<file path="config.mk">
export PLATFORM = sky130hd
export DESIGN_NAME = round_robin_dispatch_skip_blocked_flat
export DESIGN_NICKNAME = d
export VERILOG_FILES = /design/src/rtl/rrd_pkg.sv /design/src/rtl/rrd_req_if.sv /design/src/rtl/rrd_rsp_if.sv /design/src/rtl/rrd_table.sv /design/src/rtl/rrd_rem.sv /design/src/rtl/round_robin_dispatch_skip_blocked.sv /design/src/flat_wrapper.sv
export SDC_FILE = /design/constraint.sdc
export NUM_CORES = 1
export LEC_CHECK = 0
export BUFFER_PORTS_ARGS = -buffer_cell sky130_fd_sc_hd__buf_2
export CAP_MARGIN = 20
export CORE_AREA = 5 5 216 218
export DETAILED_ROUTE_END_ITERATION = 8
export DIE_AREA = 0 0 221 223
export GPL_ROUTABILITY_DRIVEN = 0
export GPL_TIMING_DRIVEN = 1
export PLACE_DENSITY = 0.79
export SYNTH_ARGS = -nofsm -noshare
export SYNTH_HDL_FRONTEND = slang
export SYNTH_SLANG_ARGS = --single-unit
</file>
<file path="constraint.sdc">
create_clock -name clk_i -period 3.28 [get_ports clk_i]
set_clock_uncertainty 0.05 [all_clocks]
set_input_delay 0.328 -clock clk_i [delete_from_list [all_inputs] [get_ports clk_i]]
set_output_delay 0.328 -clock clk_i [all_outputs]
set_load 0.05 [all_outputs]
</file>
<file path="src/rtl/rrd_pkg.sv">
`timescale 1ns / 1ps

package rrd_pkg;

  // payload field widths
  localparam int MODE_W   = 2;
  localparam int TID_W    = 15;
  localparam int ST_W     = 8;
  localparam int RND_W    = 16;
  localparam int MSG_W    = 32;
  localparam int STATUS_W = 3;

  // item kinds
  localparam logic [MODE_W-1:0] MODE_LOAD = 2'd0;
  localparam logic [MODE_W-1:0] MODE_SET  = 2'd1;
  localparam logic [MODE_W-1:0] MODE_SEND = 2'd2;

  // result status codes
  localparam logic [STATUS_W-1:0] STATUS_OK      = 3'd0;
  localparam logic [STATUS_W-1:0] STATUS_UNKNOWN = 3'd1;
  localparam logic [STATUS_W-1:0] STATUS_BLOCKED = 3'd2;
  localparam logic [STATUS_W-1:0] STATUS_EMPTY   = 3'd3;
  localparam logic [STATUS_W-1:0] STATUS_FULL    = 3'd4;

  // state byte of an open target
  localparam logic [ST_W-1:0] TGT_ST_OPEN = 8'd0;

  // sequencer states
  typedef enum logic [2:0] {
    S_IDLE,
    S_SET_SCAN,
    S_RR_SCAN,
    S_CNT_SCAN,
    S_DIV,
    S_PICK_SCAN,
    S_EMIT
  } rrd_fsm_e;

endpackage

</file>
<file path="src/rtl/rrd_req_if.sv">
`timescale 1ns / 1ps

interface rrd_req_if;
  import rrd_pkg::*;

  logic               valid;
  logic               ready;
  logic [MODE_W-1:0]  mode;
  logic [TID_W-1:0]   target_id;
  logic [ST_W-1:0]    new_state;
  logic [RND_W-1:0]   random_value;
  logic [MSG_W-1:0]   message_word;

  modport source (
    output valid, mode, target_id, new_state, random_value, message_word,
    input  ready
  );

  modport sink (
    input  valid, mode, target_id, new_state, random_value, message_word,
    output ready
  );

endinterface

</file>
<file path="src/rtl/rrd_rsp_if.sv">
`timescale 1ns / 1ps

interface rrd_rsp_if;
  import rrd_pkg::*;

  logic                valid;
  logic                ready;
  logic                send_valid;
  logic [TID_W-1:0]    dest_id;
  logic [STATUS_W-1:0] status;
  logic [MSG_W-1:0]    message_out;

  modport source (
    output valid, send_valid, dest_id, status, message_out,
    input  ready
  );

  modport sink (
    input  valid, send_valid, dest_id, status, message_out,
    output ready
  );

endinterface

</file>
<file path="src/rtl/rrd_table.sv">
`timescale 1ns / 1ps

module rrd_table #(
  parameter int DEPTH = 16,
  parameter int IDX_W = 4
) (
  input  logic                     clk_i,
  input  logic                     tgt_we_i,
  input  logic [IDX_W-1:0]         tgt_waddr_i,
  input  logic [rrd_pkg::TID_W-1:0] tgt_wdata_i,
  input  logic                     st_we_i,
  input  logic [IDX_W-1:0]         st_waddr_i,
  input  logic [rrd_pkg::ST_W-1:0]  st_wdata_i,
  input  logic                     re_i,
  input  logic [IDX_W-1:0]         raddr_i,
  output logic [rrd_pkg::TID_W-1:0] rd_tgt_o,
  output logic [rrd_pkg::ST_W-1:0]  rd_st_o
);
  import rrd_pkg::*;

  logic [TID_W-1:0] tgt_mem [DEPTH];
  logic [ST_W-1:0]  st_mem  [DEPTH];

  // target id memory
  always_ff @(posedge clk_i) begin
    if (tgt_we_i) begin
      tgt_mem[tgt_waddr_i] <= tgt_wdata_i;
    end
    if (re_i) begin
      rd_tgt_o <= tgt_mem[raddr_i];
    end
  end

  // state byte memory
  always_ff @(posedge clk_i) begin
    if (st_we_i) begin
      st_mem[st_waddr_i] <= st_wdata_i;
    end
    if (re_i) begin
      rd_st_o <= st_mem[raddr_i];
    end
  end

endmodule

</file>
<file path="src/rtl/rrd_rem.sv">
`timescale 1ns / 1ps

module rrd_rem #(
  parameter int DIVIDEND_W = 16,
  parameter int DIVISOR_W  = 5
) (
  input  logic                  clk_i,
  input  logic                  rst_ni,
  input  logic                  start_i,
  input  logic [DIVIDEND_W-1:0] dividend_i,
  input  logic [DIVISOR_W-1:0]  divisor_i,
  output logic                  done_o,
  output logic [DIVISOR_W-1:0]  rem_o
);
  localparam int CW = $clog2(DIVIDEND_W + 1);

  logic                  busy_q, busy_d;
  logic                  done_q, done_d;
  logic [CW-1:0]         cnt_q, cnt_d;
  logic [DIVIDEND_W-1:0] shf_q, shf_d;
  logic [DIVISOR_W-1:0]  rem_q, rem_d;
  logic [DIVISOR_W-1:0]  dvs_q, dvs_d;
  logic [DIVISOR_W:0]    trial;

  // restoring remainder, one dividend bit per cycle
  assign trial = {rem_q, shf_q[DIVIDEND_W-1]};

  always_comb begin
    busy_d = busy_q;
    done_d = 1'b0;
    cnt_d  = cnt_q;
    shf_d  = shf_q;
    rem_d  = rem_q;
    dvs_d  = dvs_q;
    if (start_i) begin
      busy_d = 1'b1;
      cnt_d  = CW'(DIVIDEND_W);
      shf_d  = dividend_i;
      rem_d  = '0;
      dvs_d  = divisor_i;
    end else if (busy_q) begin
      if (trial >= {1'b0, dvs_q}) begin
        rem_d = DIVISOR_W'(trial - {1'b0, dvs_q});
      end else begin
        rem_d = trial[DIVISOR_W-1:0];
      end
      shf_d = {shf_q[DIVIDEND_W-2:0], 1'b0};
      cnt_d = cnt_q - 1'b1;
      if (cnt_q == CW'(1)) begin
        busy_d = 1'b0;
        done_d = 1'b1;
      end
    end
  end

  // control state
  always_ff @(posedge clk_i or negedge rst_ni) begin
    if (!rst_ni) begin
      busy_q <= 1'b0;
      done_q <= 1'b0;
    end else begin
      busy_q <= busy_d;
      done_q <= done_d;
    end
  end

  // datapath
  always_ff @(posedge clk_i) begin
    cnt_q <= cnt_d;
    shf_q <= shf_d;
    rem_q <= rem_d;
    dvs_q <= dvs_d;
  end

  assign done_o = done_q;
  assign rem_o  = rem_q;

endmodule

</file>
<file path="src/rtl/round_robin_dispatch_skip_blocked.sv">
`timescale 1ns / 1ps

// Message dispatcher over a table of up to MAX_TARGETS target ids.
// req_i carries one transaction per item: load a target, set the state
// byte of a sender, or dispatch a message word. rsp_o returns exactly one
// result transaction per item, in order. cfg_we_i/cfg_wdata_i write the
// pick policy (0 round robin over open targets, 1 random among open).
// Items are handled one at a time; the table lives in a synchronous memory
// read one entry per cycle. A load, an unused mode or an empty table
// goes straight to the result; set state and round robin dispatch scan
// the loaded entries; random dispatch counts the open entries, takes the
// random value modulo that count in a bit-serial remainder unit, then
// scans the table again for the chosen open entry.
// A result waits in an output register; the next request is taken while
// it waits, but that item cannot finish until the receiver takes the
// earlier result. Reset empties the table, clears the round robin pointer
// and the policy, and drops any pending result; no clearing pass is run.
module round_robin_dispatch_skip_blocked #(
  parameter int MAX_TARGETS = 16
) (
  input  logic       clk_i,
  input  logic       rst_ni,
  input  logic       cfg_we_i,
  input  logic       cfg_wdata_i,
  rrd_req_if.sink    req_i,
  rrd_rsp_if.source  rsp_o
);
  import rrd_pkg::*;

  localparam int IDX_W = (MAX_TARGETS > 1) ? $clog2(MAX_TARGETS) : 1;
  localparam int CNT_W = $clog2(MAX_TARGETS + 1);
  localparam logic [IDX_W-1:0] LAST_SLOT = IDX_W'(MAX_TARGETS - 1);
  localparam logic [CNT_W-1:0] FULL_CNT  = CNT_W'(MAX_TARGETS);

  rrd_fsm_e state_q, state_d;

  logic              policy_q;
  logic [CNT_W-1:0]  count_q, count_d;
  logic [IDX_W-1:0]  ptr_q, ptr_d;

  // latched item
  logic [TID_W-1:0]  tid_q, tid_d;
  logic [ST_W-1:0]   nst_q, nst_d;
  logic [RND_W-1:0]  rnd_q, rnd_d;
  logic [MSG_W-1:0]  msg_q, msg_d;

  // pending result
  logic                res_send_q, res_send_d;
  logic [TID_W-1:0]    res_dest_q, res_dest_d;
  logic [STATUS_W-1:0] res_status_q, res_status_d;

  // output register
  logic                out_vld_q, out_vld_d;
  logic                out_send_q, out_send_d;
  logic [TID_W-1:0]    out_dest_q, out_dest_d;
  logic [STATUS_W-1:0] out_status_q, out_status_d;
  logic [MSG_W-1:0]    out_msg_q, out_msg_d;

  // scan pipeline
  logic [IDX_W-1:0]  iss_idx_q, iss_idx_d;
  logic [CNT_W-1:0]  iss_rem_q, iss_rem_d;
  logic              chk_vld_q, chk_vld_d;
  logic [IDX_W-1:0]  chk_idx_q, chk_idx_d;
  logic              chk_last_q, chk_last_d;
  logic [CNT_W-1:0]  opens_q, opens_d;
  logic [CNT_W-1:0]  pick_q, pick_d;

  logic              req_accept;
  logic              out_free;
  logic              full;
  logic              scanning;
  logic              stop;
  logic              issue;
  logic              rd_open;
  logic              tid_hit;
  logic [CNT_W-1:0]  cnt_m1;
  logic [IDX_W-1:0]  last_idx;
  logic [CNT_W-1:0]  ptr_ext;
  logic [CNT_W-1:0]  ptr_red;
  logic [IDX_W-1:0]  iss_next;
  logic [IDX_W-1:0]  chk_next;
  logic [CNT_W-1:0]  opens_sum;

  logic              tgt_we;
  logic              st_we;
  logic [IDX_W-1:0]  st_waddr;
  logic [ST_W-1:0]   st_wdata;
  logic [TID_W-1:0]  rd_tgt;
  logic [ST_W-1:0]   rd_st;
  logic              div_start;
  logic              div_done;
  logic [CNT_W-1:0]  div_rem;

  // handshake
  assign req_i.ready = (state_q == S_IDLE);
  assign req_accept  = req_i.valid && req_i.ready;
  assign out_free    = !out_vld_q || rsp_o.ready;

  // table geometry and index arithmetic
  assign full     = (count_q == FULL_CNT);
  assign cnt_m1   = count_q - 1'b1;
  assign last_idx = cnt_m1[IDX_W-1:0];
  assign ptr_ext  = CNT_W'(ptr_q);
  assign ptr_red  = (ptr_ext >= count_q) ? (ptr_ext - count_q) : ptr_ext;
  assign iss_next = (iss_idx_q == last_idx) ? '0 : iss_idx_q + 1'b1;
  assign chk_next = (chk_idx_q == LAST_SLOT) ? '0 : chk_idx_q + 1'b1;

  // checks on the entry read last cycle
  assign rd_open   = (rd_st == TGT_ST_OPEN);
  assign tid_hit   = (rd_tgt == tid_q);
  assign opens_sum = opens_q + CNT_W'(rd_open);

  assign scanning = (state_q == S_SET_SCAN) || (state_q == S_RR_SCAN) ||
                    (state_q == S_CNT_SCAN) || (state_q == S_PICK_SCAN);

  // scan end condition per state
  always_comb begin
    case (state_q)
      S_SET_SCAN:  stop = chk_vld_q && (tid_hit || chk_last_q);
      S_RR_SCAN:   stop = chk_vld_q && (rd_open || chk_last_q);
      S_CNT_SCAN:  stop = chk_vld_q && chk_last_q;
      S_PICK_SCAN: stop = chk_vld_q && rd_open && (pick_q == '0);
      default:     stop = 1'b0;
    endcase
  end

  assign issue = scanning && (iss_rem_q != '0) && !stop;

  // next state
  always_comb begin
    state_d = state_q;
    case (state_q)
      S_IDLE: begin
        if (req_accept) begin
          case (req_i.mode)
            MODE_SET: begin
              state_d = (count_q == '0) ? S_EMIT : S_SET_SCAN;
            end
            MODE_SEND: begin
              if (count_q == '0) begin
                state_d = S_EMIT;
              end else begin
                state_d = policy_q ? S_CNT_SCAN : S_RR_SCAN;
              end
            end
            default: state_d = S_EMIT;
          endcase
        end
      end
      S_SET_SCAN, S_RR_SCAN, S_PICK_SCAN: begin
        if (stop) begin
          state_d = S_EMIT;
        end
      end
      S_CNT_SCAN: begin
        if (stop) begin
          state_d = (opens_sum == '0) ? S_EMIT : S_DIV;
        end
      end
      S_DIV: begin
        if (div_done) begin
          state_d = S_PICK_SCAN;
        end
      end
      S_EMIT: begin
        if (out_free) begin
          state_d = S_IDLE;
        end
      end
      default: state_d = S_IDLE;
    endcase
  end

  // datapath and memory control
  always_comb begin
    count_d      = count_q;
    ptr_d        = ptr_q;
    tid_d        = tid_q;
    nst_d        = nst_q;
    rnd_d        = rnd_q;
    msg_d        = msg_q;
    res_send_d   = res_send_q;
    res_dest_d   = res_dest_q;
    res_status_d = res_status_q;
    out_vld_d    = out_vld_q;
    out_send_d   = out_send_q;
    out_dest_d   = out_dest_q;
    out_status_d = out_status_q;
    out_msg_d    = out_msg_q;
    iss_idx_d    = iss_idx_q;
    iss_rem_d    = iss_rem_q;
    chk_vld_d    = issue;
    chk_idx_d    = chk_idx_q;
    chk_last_d   = chk_last_q;
    opens_d      = opens_q;
    pick_d       = pick_q;
    tgt_we       = 1'b0;
    st_we        = 1'b0;
    st_waddr     = count_q[IDX_W-1:0];
    st_wdata     = TGT_ST_OPEN;
    div_start    = 1'b0;

    // result taken by the receiver
    if (out_vld_q && rsp_o.ready) begin
      out_vld_d = 1'b0;
    end

    // issue one table read per cycle
    if (issue) begin
      iss_idx_d  = iss_next;
      iss_rem_d  = iss_rem_q - 1'b1;
      chk_idx_d  = iss_idx_q;
      chk_last_d = (iss_rem_q == CNT_W'(1));
    end

    case (state_q)
      S_IDLE: begin
        if (req_accept) begin
          tid_d        = req_i.target_id;
          nst_d        = req_i.new_state;
          rnd_d        = req_i.random_value;
          msg_d        = req_i.message_word;
          res_send_d   = 1'b0;
          res_dest_d   = '0;
          res_status_d = STATUS_OK;
          iss_idx_d    = '0;
          iss_rem_d    = count_q;
          opens_d      = '0;
          case (req_i.mode)
            MODE_LOAD: begin
              if (full) begin
                res_status_d = STATUS_FULL;
              end else begin
                tgt_we  = 1'b1;
                st_we   = 1'b1;
                count_d = count_q + 1'b1;
              end
            end
            MODE_SET: begin
              if (count_q == '0) begin
                res_status_d = STATUS_UNKNOWN;
              end
            end
            MODE_SEND: begin
              if (count_q == '0) begin
                res_status_d = STATUS_EMPTY;
              end else if (!policy_q) begin
                iss_idx_d = ptr_red[IDX_W-1:0];
              end
            end
            default: ;
          endcase
        end
      end
      S_SET_SCAN: begin
        if (chk_vld_q) begin
          if (tid_hit) begin
            st_we        = 1'b1;
            st_waddr     = chk_idx_q;
            st_wdata     = nst_q;
            res_status_d = STATUS_OK;
          end else if (chk_last_q) begin
            res_status_d = STATUS_UNKNOWN;
          end
        end
      end
      S_RR_SCAN: begin
        if (stop) begin
          res_send_d   = 1'b1;
          res_dest_d   = rd_tgt;
          res_status_d = rd_open ? STATUS_OK : STATUS_BLOCKED;
          ptr_d        = chk_next;
        end
      end
      S_CNT_SCAN: begin
        if (chk_vld_q) begin
          opens_d = opens_sum;
          if (chk_last_q) begin
            if (opens_sum == '0) begin
              res_send_d   = 1'b1;
              res_dest_d   = '0;
              res_status_d = STATUS_BLOCKED;
            end else begin
              div_start = 1'b1;
              iss_idx_d = '0;
              iss_rem_d = count_q;
            end
          end
        end
      end
      S_DIV: begin
        if (div_done) begin
          pick_d = div_rem;
        end
      end
      S_PICK_SCAN: begin
        if (chk_vld_q && rd_open) begin
          if (pick_q == '0) begin
            res_send_d   = 1'b1;
            res_dest_d   = rd_tgt;
            res_status_d = STATUS_OK;
          end else begin
            pick_d = pick_q - 1'b1;
          end
        end
      end
      S_EMIT: begin
        if (out_free) begin
          out_vld_d    = 1'b1;
          out_send_d   = res_send_q;
          out_dest_d   = res_dest_q;
          out_status_d = res_status_q;
          out_msg_d    = res_send_q ? msg_q : '0;
        end
      end
      default: ;
    endcase
  end

  // control registers
  always_ff @(posedge clk_i or negedge rst_ni) begin
    if (!rst_ni) begin
      state_q   <= S_IDLE;
      policy_q  <= 1'b0;
      count_q   <= '0;
      ptr_q     <= '0;
      out_vld_q <= 1'b0;
      chk_vld_q <= 1'b0;
    end else begin
      state_q   <= state_d;
      count_q   <= count_d;
      ptr_q     <= ptr_d;
      out_vld_q <= out_vld_d;
      chk_vld_q <= chk_vld_d;
      if (cfg_we_i) begin
        policy_q <= cfg_wdata_i;
      end
    end
  end

  // payload registers
  always_ff @(posedge clk_i) begin
    tid_q        <= tid_d;
    nst_q        <= nst_d;
    rnd_q        <= rnd_d;
    msg_q        <= msg_d;
    res_send_q   <= res_send_d;
    res_dest_q   <= res_dest_d;
    res_status_q <= res_status_d;
    out_send_q   <= out_send_d;
    out_dest_q   <= out_dest_d;
    out_status_q <= out_status_d;
    out_msg_q    <= out_msg_d;
    iss_idx_q    <= iss_idx_d;
    iss_rem_q    <= iss_rem_d;
    chk_idx_q    <= chk_idx_d;
    chk_last_q   <= chk_last_d;
    opens_q      <= opens_d;
    pick_q       <= pick_d;
  end

  // target and state memories
  rrd_table #(
    .DEPTH (MAX_TARGETS),
    .IDX_W (IDX_W)
  ) u_table (
    .clk_i       (clk_i),
    .tgt_we_i    (tgt_we),
    .tgt_waddr_i (count_q[IDX_W-1:0]),
    .tgt_wdata_i (req_i.target_id),
    .st_we_i     (st_we),
    .st_waddr_i  (st_waddr),
    .st_wdata_i  (st_wdata),
    .re_i        (issue),
    .raddr_i     (iss_idx_q),
    .rd_tgt_o    (rd_tgt),
    .rd_st_o     (rd_st)
  );

  // random value modulo open count
  rrd_rem #(
    .DIVIDEND_W (RND_W),
    .DIVISOR_W  (CNT_W)
  ) u_rem (
    .clk_i      (clk_i),
    .rst_ni     (rst_ni),
    .start_i    (div_start),
    .dividend_i (rnd_q),
    .divisor_i  (opens_sum),
    .done_o     (div_done),
    .rem_o      (div_rem)
  );

  // result channel
  assign rsp_o.valid       = out_vld_q;
  assign rsp_o.send_valid  = out_send_q;
  assign rsp_o.dest_id     = out_dest_q;
  assign rsp_o.status      = out_status_q;
  assign rsp_o.message_out = out_msg_q;

endmodule

</file>
<file path="src/flat_wrapper.sv">
// flat-port wrapper written by rule: the top's interface ports become plain ports
module round_robin_dispatch_skip_blocked_flat import rrd_pkg::*;
#(
  parameter int MAX_TARGETS = 16
)
  (clk_i, rst_ni, cfg_we_i, cfg_wdata_i, req_i_valid, req_i_mode, req_i_target_id, req_i_new_state, req_i_random_value, req_i_message_word, req_i_ready, rsp_o_valid, rsp_o_send_valid, rsp_o_dest_id, rsp_o_status, rsp_o_message_out, rsp_o_ready);
  rrd_req_if req_i_i ();
  rrd_rsp_if rsp_o_i ();
  input  logic clk_i;
  input  logic rst_ni;
  input  logic cfg_we_i;
  input  logic cfg_wdata_i;
  input wire logic [$bits(req_i_i.valid)-1:0] req_i_valid;
  input wire logic [$bits(req_i_i.mode)-1:0] req_i_mode;
  input wire logic [$bits(req_i_i.target_id)-1:0] req_i_target_id;
  input wire logic [$bits(req_i_i.new_state)-1:0] req_i_new_state;
  input wire logic [$bits(req_i_i.random_value)-1:0] req_i_random_value;
  input wire logic [$bits(req_i_i.message_word)-1:0] req_i_message_word;
  output wire logic [$bits(req_i_i.ready)-1:0] req_i_ready;
  output wire logic [$bits(rsp_o_i.valid)-1:0] rsp_o_valid;
  output wire logic [$bits(rsp_o_i.send_valid)-1:0] rsp_o_send_valid;
  output wire logic [$bits(rsp_o_i.dest_id)-1:0] rsp_o_dest_id;
  output wire logic [$bits(rsp_o_i.status)-1:0] rsp_o_status;
  output wire logic [$bits(rsp_o_i.message_out)-1:0] rsp_o_message_out;
  input wire logic [$bits(rsp_o_i.ready)-1:0] rsp_o_ready;
  assign req_i_i.valid = req_i_valid;
  assign req_i_i.mode = req_i_mode;
  assign req_i_i.target_id = req_i_target_id;
  assign req_i_i.new_state = req_i_new_state;
  assign req_i_i.random_value = req_i_random_value;
  assign req_i_i.message_word = req_i_message_word;
  assign req_i_ready = req_i_i.ready;
  assign rsp_o_valid = rsp_o_i.valid;
  assign rsp_o_send_valid = rsp_o_i.send_valid;
  assign rsp_o_dest_id = rsp_o_i.dest_id;
  assign rsp_o_status = rsp_o_i.status;
  assign rsp_o_message_out = rsp_o_i.message_out;
  assign rsp_o_i.ready = rsp_o_ready;
  round_robin_dispatch_skip_blocked #(.MAX_TARGETS(MAX_TARGETS)) u_core (.clk_i(clk_i), .rst_ni(rst_ni), .cfg_we_i(cfg_we_i), .cfg_wdata_i(cfg_wdata_i), .req_i(req_i_i), .rsp_o(rsp_o_i));
endmodule
</file>
==> results of run 1 <==
[cells in the mapped netlist (21+ instances only)]
cell type / count
sky130_fd_sc_hd__a221oi_1: 25
sky130_fd_sc_hd__ha_1: 27
sky130_fd_sc_hd__mux4_2: 46
sky130_fd_sc_hd__a21oi_1: 47
sky130_fd_sc_hd__nor2_1: 56
sky130_fd_sc_hd__inv_1: 31
sky130_fd_sc_hd__edfxtp_1: 568
sky130_fd_sc_hd__mux2i_1: 79
sky130_fd_sc_hd__nand2_1: 126
sky130_fd_sc_hd__clkbuf_1: 36
sky130_fd_sc_hd__o21ai_0: 61
sky130_fd_sc_hd__xnor2_1: 21
sky130_fd_sc_hd__and2_1: 49
sky130_fd_sc_hd__a22oi_1: 23
[kinds of logic after synthesis]
| family | synth area share [%] |
|---|---|
| buffers and inverters | 1.96 |
| and+or+nand+nor | 7.15 |
| muxes | 8.42 |
| AOI/OAI and AO/OA | 5.82 |
| adders and majority gates | 1.56 |
| xor gates and xnor gates | 1.41 |
| DFF | 73.7 |
[sequential cells by signal, summed over array words and instances (netlist names), 16 cells and up]
name                      count
u_core.u_rem.shf_q           16
u_core.rsp_o.message_out     32
u_core.msg_q                 32
u_core.u_table.st_mem       128
u_core.rnd_q                 16
u_core.u_table.tgt_mem      240
[final timing paths]
kind | from | to | cells after the start
min in group asynchronous | rst_ni | u_core.state_q[2]$_DFFE_PN0P_ | 2
worst max register to register | u_core.u_table.rd_st_o[1]$_DFFE_PN_ | u_core.u_rem.shf_q[1]$_DFFE_PP_ | 12
worst min-delay path | req_i_target_id[6] | u_core.u_table.tgt_mem[8][6]$_DFFE_PP_ | 1
max in group asynchronous | rst_ni | u_core.count_q[0]$_DFFE_PN0P_ | 2
worst min register to register | u_core.res_dest_q[4]$_SDFFCE_PN0P_ | u_core.rsp_o.dest_id[4]$_DFFE_PP_ | 0
worst max-delay path | u_core.u_table.rd_st_o[1]$_DFFE_PN_ | u_core.u_rem.shf_q[1]$_DFFE_PP_ | 12
[metal layers]
metal  track usage [%]  vias up  routed length, µm
met1              28.7     6994              21300
met5                 0        -                  7
met3              3.68      107               4050
met2              36.9      698              27100
li1                  -     6196                  -
met4              7.44        2               1430
[cell type report]
cell class	instances	area, µm²
Sequential cell	604	17900
Fill cell	2981	16300
Multi-Input combinational cell	772	5990
Timing Repair Buffer	261	1820
Clock buffer	63	1430
Tap cell	600	751
Clock inverter	39	457
Inverter	33	129
Antenna cell	2	5.00
[through the flow]
step	total power [mW]	cell area (µm²)
floorplan	8.71	24300
global placement	8.84	25900
detailed placement	8.86	25900
CTS	15.5	28400
global route	15.9	28400
finish	15.4	28400
[power breakdown]
group          leakage, nW  switching (mW)  internal, mW
logic                 3.64           0.187         0.180
registers             5.70          0.0120          8.38
clock network        0.916            2.78          3.85
total                 10.3            2.98          12.4
[repair_timing]
action,CTS,global route
gates cloned,0,0
hold endpoints to repair,74,0
pin swaps,0,0
hold buffers,59,0
endpoints found under the setup margin,16,58
setup buffers,0,0
gates resized for setup,1,9
==> flow_results.org, run 1 <==
** Outcome
- Run status :: completed

** Floorplan
- In this run the horizontal extent of the chip is 221 µm.
- Initial Utilization :: 54.2%
- In this run the count of I/O pins placed on the die edge is 132.
- Number of cell rows :: 78
- Vertical die dimension :: 223 µm
- Area of the core region :: 44700 µm²
- Die footprint :: 49300 µm²

** Clocking
- Clock tree synthesis inserted a total of 56 buffers.
- Counting every sink on the clock net gives 604.
- After clock tree synthesis, the clock-pin slew on the worst setup and hold paths is 0.06 ns.
- TritonCTS clock tree :: done
- The tree is rooted in a sky130_fd_sc_hd__clkbuf_16.
- Htree depth :: 2
- At the later pin of the worst-skew pair, clock insertion delay measures 0.62 ns.
- Clk buf depth :: 3

** Critical path
- Slowest cell on the critical path :: sky130_fd_sc_hd__or4_1
- STA classifies the critical path startpoint as a flip-flop.
- At the worst endpoint, the required time is 3.58 ns.
- Maximum net fanout on the critical path :: 17
- Maximum single-stage delay on the critical path :: 0.57 ns
- Type of the setup path with the least slack :: flip-flop to flip-flop
- Counting both buffers and inverters, the worst setup path holds a total of 2.
- Register-to-register setup slack :: 0.15 ns
- Among the stages of the critical path, the cell type that occurs most often is sky130_fd_sc_hd__nand2_1.
- Data on the critical path arrives at its endpoint at 3.43 ns.
- The kind of cell with the highest combined delay along the critical path is simple AND/OR/NAND/NOR gates.
- Cells along the critical path :: or4_1 > nor2_2 > ha_2 > ha_1 > buf_4 > nor3_1 > a31o_2 > and3_1 > or3_4 > buf_6 > nand2_1 > nand2_1
- STA classifies the critical path endpoint as a flip-flop.

** Timing
- Total negative slack for setup checks :: 0 ns
- Worst slew margin :: 41.0%
- The worst path meets setup with 0.147 ns of slack.
- In the finished design, the share of the clock period the worst path needs comes to 95.5%.
- Max Slew Vio Count :: 0
- For the pin with the worst max-slew slack, the measured transition is 0.882 ns.
- Achievable clock frequency :: 319 MHz
- Final hold violation count :: 0
- RSZ-0062 raised after global routing :: no
- On the final layout, the worst hold slack is 0.0417 ns.
- For the finished layout, the period the worst path requires is 3.13 ns.
- Final setup viols :: 0

** Detailed routing
- Wire per inst :: 22.7 µm
- Summing over every cut layer, the via total after detailed routing is 14000.
- Once detail routing completed, the nets flagged for antenna violations numbered 0.
- DRC violations left :: 0
- Pre-antenna DRT Iters :: 9
- Average via count per standard cell :: 5.90
- Aggregate routed wire length :: 53800 µm
- Starting DRC count in detailed routing :: 1354

** Final layout
- Commonest non-fill, non-tap cell in the layout :: sky130_fd_sc_hd__edfxtp_1
- Commonest cells after routing, fill and taps aside :: 568 x sky130_fd_sc_hd__edfxtp_1, 131 x sky130_fd_sc_hd__buf_2, 126 x sky130_fd_sc_hd__nand2_1
- Post-route core utilization :: 63.6%
- The final layout contains 1836 nets.
- Layout overhead on the synthesized area :: 17.3%
- Final Instance Count excl. Fillers :: 2374
- The post-route netlist has 22.2% of its cells at a drive strength greater than 1.

** Logic synthesis
- Cell count after synthesis :: 1474
- After synthesis, the largest area contributor takes up 70.4% of total cell area.
- Dominant synthesized flop cell :: sky130_fd_sc_hd__edfxtp_1
- Fraction of the yosys area taken by sequential cells :: 73.7%
- In this run, distinct cell masters in the synthesized netlist total 78.
- The Yosys step of the flow raised 0 warnings.
- The number of nets in the synthesized netlist is 1582.
- The biggest area contributor in the post-synthesis netlist is sky130_fd_sc_hd__edfxtp_1.
- Post-synthesis sequential element count :: 604
- After synthesis, the share of flip-flops with an asynchronous set or reset is 2.81%.
- Number of enable-type register cells in the synthesized netlist :: 568
- In the post-synthesis netlist, the biggest area contributors are sky130_fd_sc_hd__edfxtp_1 70%, sky130_fd_sc_hd__mux4_2 4.3%, sky130_fd_sc_hd__mux2i_1 3.3%.
- Cell Area, Synth :: 24200 µm²
- A synthesized cell averages 16.4 µm².

** Placement
- The HPWL after detailed placement is 32500 µm.
- Buffers placed on the I/O ports in this run total 131.
- Pre-CTS setup slack :: -0.179 ns
- Once placement completed, the tool counted placed cells totaling 2211.

** GRT
- Number of global-route vias before repair :: 14300
- Sum of overflow across all layers after global routing :: 0
- Global-route wire length before repair :: 83300 µm
- Maximum number of pins on one net before global-route repair :: 52
- The initial antenna violation count was 3.
- Global routing usage summed across all routing layers :: 21.7%

** Pwr
- Power density of the placed cells :: 541 nW/µm²
- For this design the static power due to leakage is 10.3 nW.
- Max IR drop VDD :: 427 µV

** Job
- Max-cap violations :: 0

** Worst hold path
- The worst hold path belongs to the class primary input to flip-flop.
Power figures use the tool's default switching activity.
==> inputs of run 2 (changes only) <==
SETUP_SLACK_MARGIN = 0.4   (was unset)
==> run 2 against run 1 <==
Net effect: combinational power is essentially flat; clock-buffer cell count grew 5; highest routed layer is now met4; register-to-register slack gained 0.20 ns; power shrank 0.35%.
==> flow_results.org, run 2 (synthesis gave the netlist of run 1 again) <==
** Outcome
- Run status :: completed

** Pwr
- Leakage component of the power :: 10.3 nW (+0.25%)
- Max IR drop VDD :: 398 µV (-6.8%)
- Power density of the placed cells :: 530 nW/µm² (-1.9%)
- The sum of internal, switching and leakage power was 15.3 mW (-0.35%).

** Detailed routing
- The number of nets with antenna violations after detailed routing came to 0 (unchanged).
- The number of iterations in the first detailed-routing pass was 5 (-4).
- The number of design-rule violations left by the first detailed-router iteration was 1444 (+6.6%).
- Aggregate routed wire length :: 54500 µm (+1.2%)
- The routed wirelength normalized by instance count was 23.0 µm (+1.4%).
- Average via count per standard cell :: 5.87 (-0.45%)
- The total number of vias came to 13900 (-0.62%).
- DRC violations left :: 0 (unchanged)

** GRT
- The largest net degree at the start of global routing came to 57 (+9.6%).
- Global-route wire length before repair :: 82900 µm (-0.48%)
- Sum of overflow across all layers after global routing :: 0 (unchanged)
- Number of global-route vias before repair :: 13900 (-2.7%)
- The all-layer global routing usage came to 21.6% (-0.092 points).
- The initial antenna violation count came to 2 (-1).

** Timing
- The number of failing setup endpoints in the final timing report is 0 (unchanged).
- Max Slew Vio Count :: 0 (unchanged)
- The worst slew margin relative to its limit came to 39.4% (-1.6 points).
- The final hold violation count came to 0 (unchanged).
- The transition at the pin with the smallest max-transition slack came to 0.906 ns (+0.0240 ns).
- The minimum clock period came to 2.93 ns (-0.203 ns).
- The fmax came to 341 MHz (+6.9%).
- Setup repair after global routing could not meet its margin everywhere.
- The share of the clock period used by the worst path is 89.3% (-6.2 points).
- Total negative slack for setup checks :: 0 ns (unchanged)

** Final layout
- Registers with the highest flip-flop counts :: u_core.u_table.tgt_mem: 240 flops, u_core.u_table.st_mem: 128 flops
- The area growth from synthesis to layout is 19.2%.
- NumNets Final :: 1828 (-0.44%)
- The total of fill cells in the finished design came to 2924 (-1.9%).
- The finished layout cell area came to 28900 µm² (+1.6%).
- The share of final-layout standard cells stronger than drive strength 1 was 25.1% (+2.8 points).
- Final Instance Count excl. Fillers :: 2370 (-0.17%)
- Commonest non-fill, non-tap cell in the layout :: sky130_fd_sc_hd__edfxtp_1
- Max FFs per register :: 240 (unchanged)
- The fraction of the core area covered by cells at the end of the flow came to 64.7% (+1.0 points).
- In the layout the commonest cells are 568 x sky130_fd_sc_hd__edfxtp_1, 131 x sky130_fd_sc_hd__buf_2, 103 x sky130_fd_sc_hd__nand2_1.
- Largest register by flop count :: u_core.u_table.tgt_mem

** Clocking
- CTS buffer count :: 57 (+1.8%)
- TritonCTS clock tree :: done
- The root buffer cell chosen for the clock tree is sky130_fd_sc_hd__clkbuf_16.
- Worst-path clk slew :: 0.06 ns (about the same)
- Worst-Skew Late Latency :: 0.61 ns (about the same)
- The clock net sink count was 604 (unchanged).
- The clock tree buffer depth was 3 (unchanged).
- Htree depth :: 2 (unchanged)

** Floorplan
- The number of core rows was 78 (unchanged).
- The floorplan die area came to 49300 µm² (unchanged).
- The horizontal die dimension was 221 µm (unchanged).
- Vertical die dimension :: 223 µm (unchanged)
- Area of the core region :: 44700 µm² (unchanged)
- I/O pin cnt :: 132 (unchanged)
- The starting density of the core is 54.2% (unchanged).

** Placement
- The cell count after placement is 2189 (-1.0%).
- The post-detailed-placement half-perimeter wirelength came to 32500 µm (+0.14%).
- The post-placement cell area came to 26100 µm² (+0.49%).
- The port buffer count came to 131 (unchanged).

** Critical path
- The slowest stage of the critical path belongs to the cell sky130_fd_sc_hd__or4_4.
- The worst stage delay on the critical path was 0.57 ns (about the same).
- Arrival time reported for the critical path endpoint :: 3.24 ns (-0.19 ns)
- Family with the most delay on the worst path :: simple AND/OR/NAND/NOR gates
- Data required time at the worst endpoint :: 3.59 ns (about the same)
- Type of origin of the critical path :: flip-flop
- Endpoint type of the worst setup path :: flip-flop
- By instance count, the cell type seen most on the critical path is sky130_fd_sc_hd__ha_4.
- Type of the setup path with the least slack :: flip-flop to flip-flop
- The largest fanout on the critical path came to 7 (-10).
- Walking the worst path, the cells encountered are or4_4 > nor2_4 > ha_4 > ha_4 > nor3_2 > a31o_4 > and3_4 > or3_4 > clkbuf_16 > nand2_2 > nand2_1.
- The buffer and inverter count on the worst path came to 1 (-1).

** Worst hold path
- In this run the worst hold path is classified as primary input to flip-flop.

** Job
- Max-cap violations :: 0 (unchanged)
run 2: path summary, 6_finish.rpt:
| path | startpoint | endpoint | slack, ns | depth (start not counted) |
|---|---|---|---|---|
| setup / recovery | u_core.u_table.rd_st_o[2]$_DFFE_PN_ | u_core.u_rem.shf_q[15]$_DFFE_PP_ | 0.35 | 11 |
| hold / removal | req_i_target_id[9] | u_core.u_table.tgt_mem[10][9]$_DFFE_PP_ | 0.04 | 1 |
| setup reg to reg | u_core.u_table.rd_st_o[2]$_DFFE_PN_ | u_core.u_rem.shf_q[15]$_DFFE_PP_ | 0.35 | 11 |
| hold reg to reg | u_core.res_status_q[1]$_DFFE_PP_ | u_core.rsp_o.status[1]$_DFFE_PP_ | 0.37 | 0 |
| max in group asynchronous | rst_ni | u_core.count_q[0]$_DFFE_PN0P_ | 2.66 | 2 |
| min in group asynchronous | rst_ni | u_core.policy_q$_DFFE_PN0P_ | 0.15 | 2 |
run 2: power breakdown:
group | internal, mW | switching, mW
logic | 0.177 | 0.189
clock network | 3.77 | 2.81
registers | 8.38 | 0.00664
total | 12.3 | 3.00
run 2: repair_timing:
| item | CTS | global route |
|---|---|---|
| hold buffers | 59 | 0 |
| buffers inserted | 3 | 7 |
| cloned | 0 | 3 |
| endpoints found under the hold margin | 74 | 0 |
| pin swaps | 4 | 32 |
| endpoints found under the setup margin | 92 | 135 |
| gates resized for setup | 9 | 41 |
run 2: layer usage:
| layer | wire [µm] | GRT usage [%] | vias to the layer above |
|---|---|---|---|
| li1 | - | - | 6188 |
| met5 | 0 | 0 | - |
| met1 | 21600 | 29.5 | 6880 |
| met4 | 1550 | 6.72 | 0 |
| met3 | 4520 | 4.04 | 121 |
| met2 | 26800 | 35.8 | 721 |
run 2: per-stage QoR:
stage	hold WS, ns	worst slack (ns)
CTS	0.00296	0.370
finish	0.0398	0.350
detailed placement	0.259	0.193
global placement	0.256	0.268
floorplan	-0.0176	0.393
global route	0.0324	0.294
run 2: final cells by class:
cell class	instances	area, µm²	share of cell area, %
multi-input cells	773	6350	22.0
inverters	33	136	0.472
diodes	3	7.51	0.0260
well taps	600	751	2.60
flip-flops and latches	604	17900	61.8
clock buffers	68	1470	5.08
repair buffers	251	1920	6.64
clock inverters	38	405	1.40
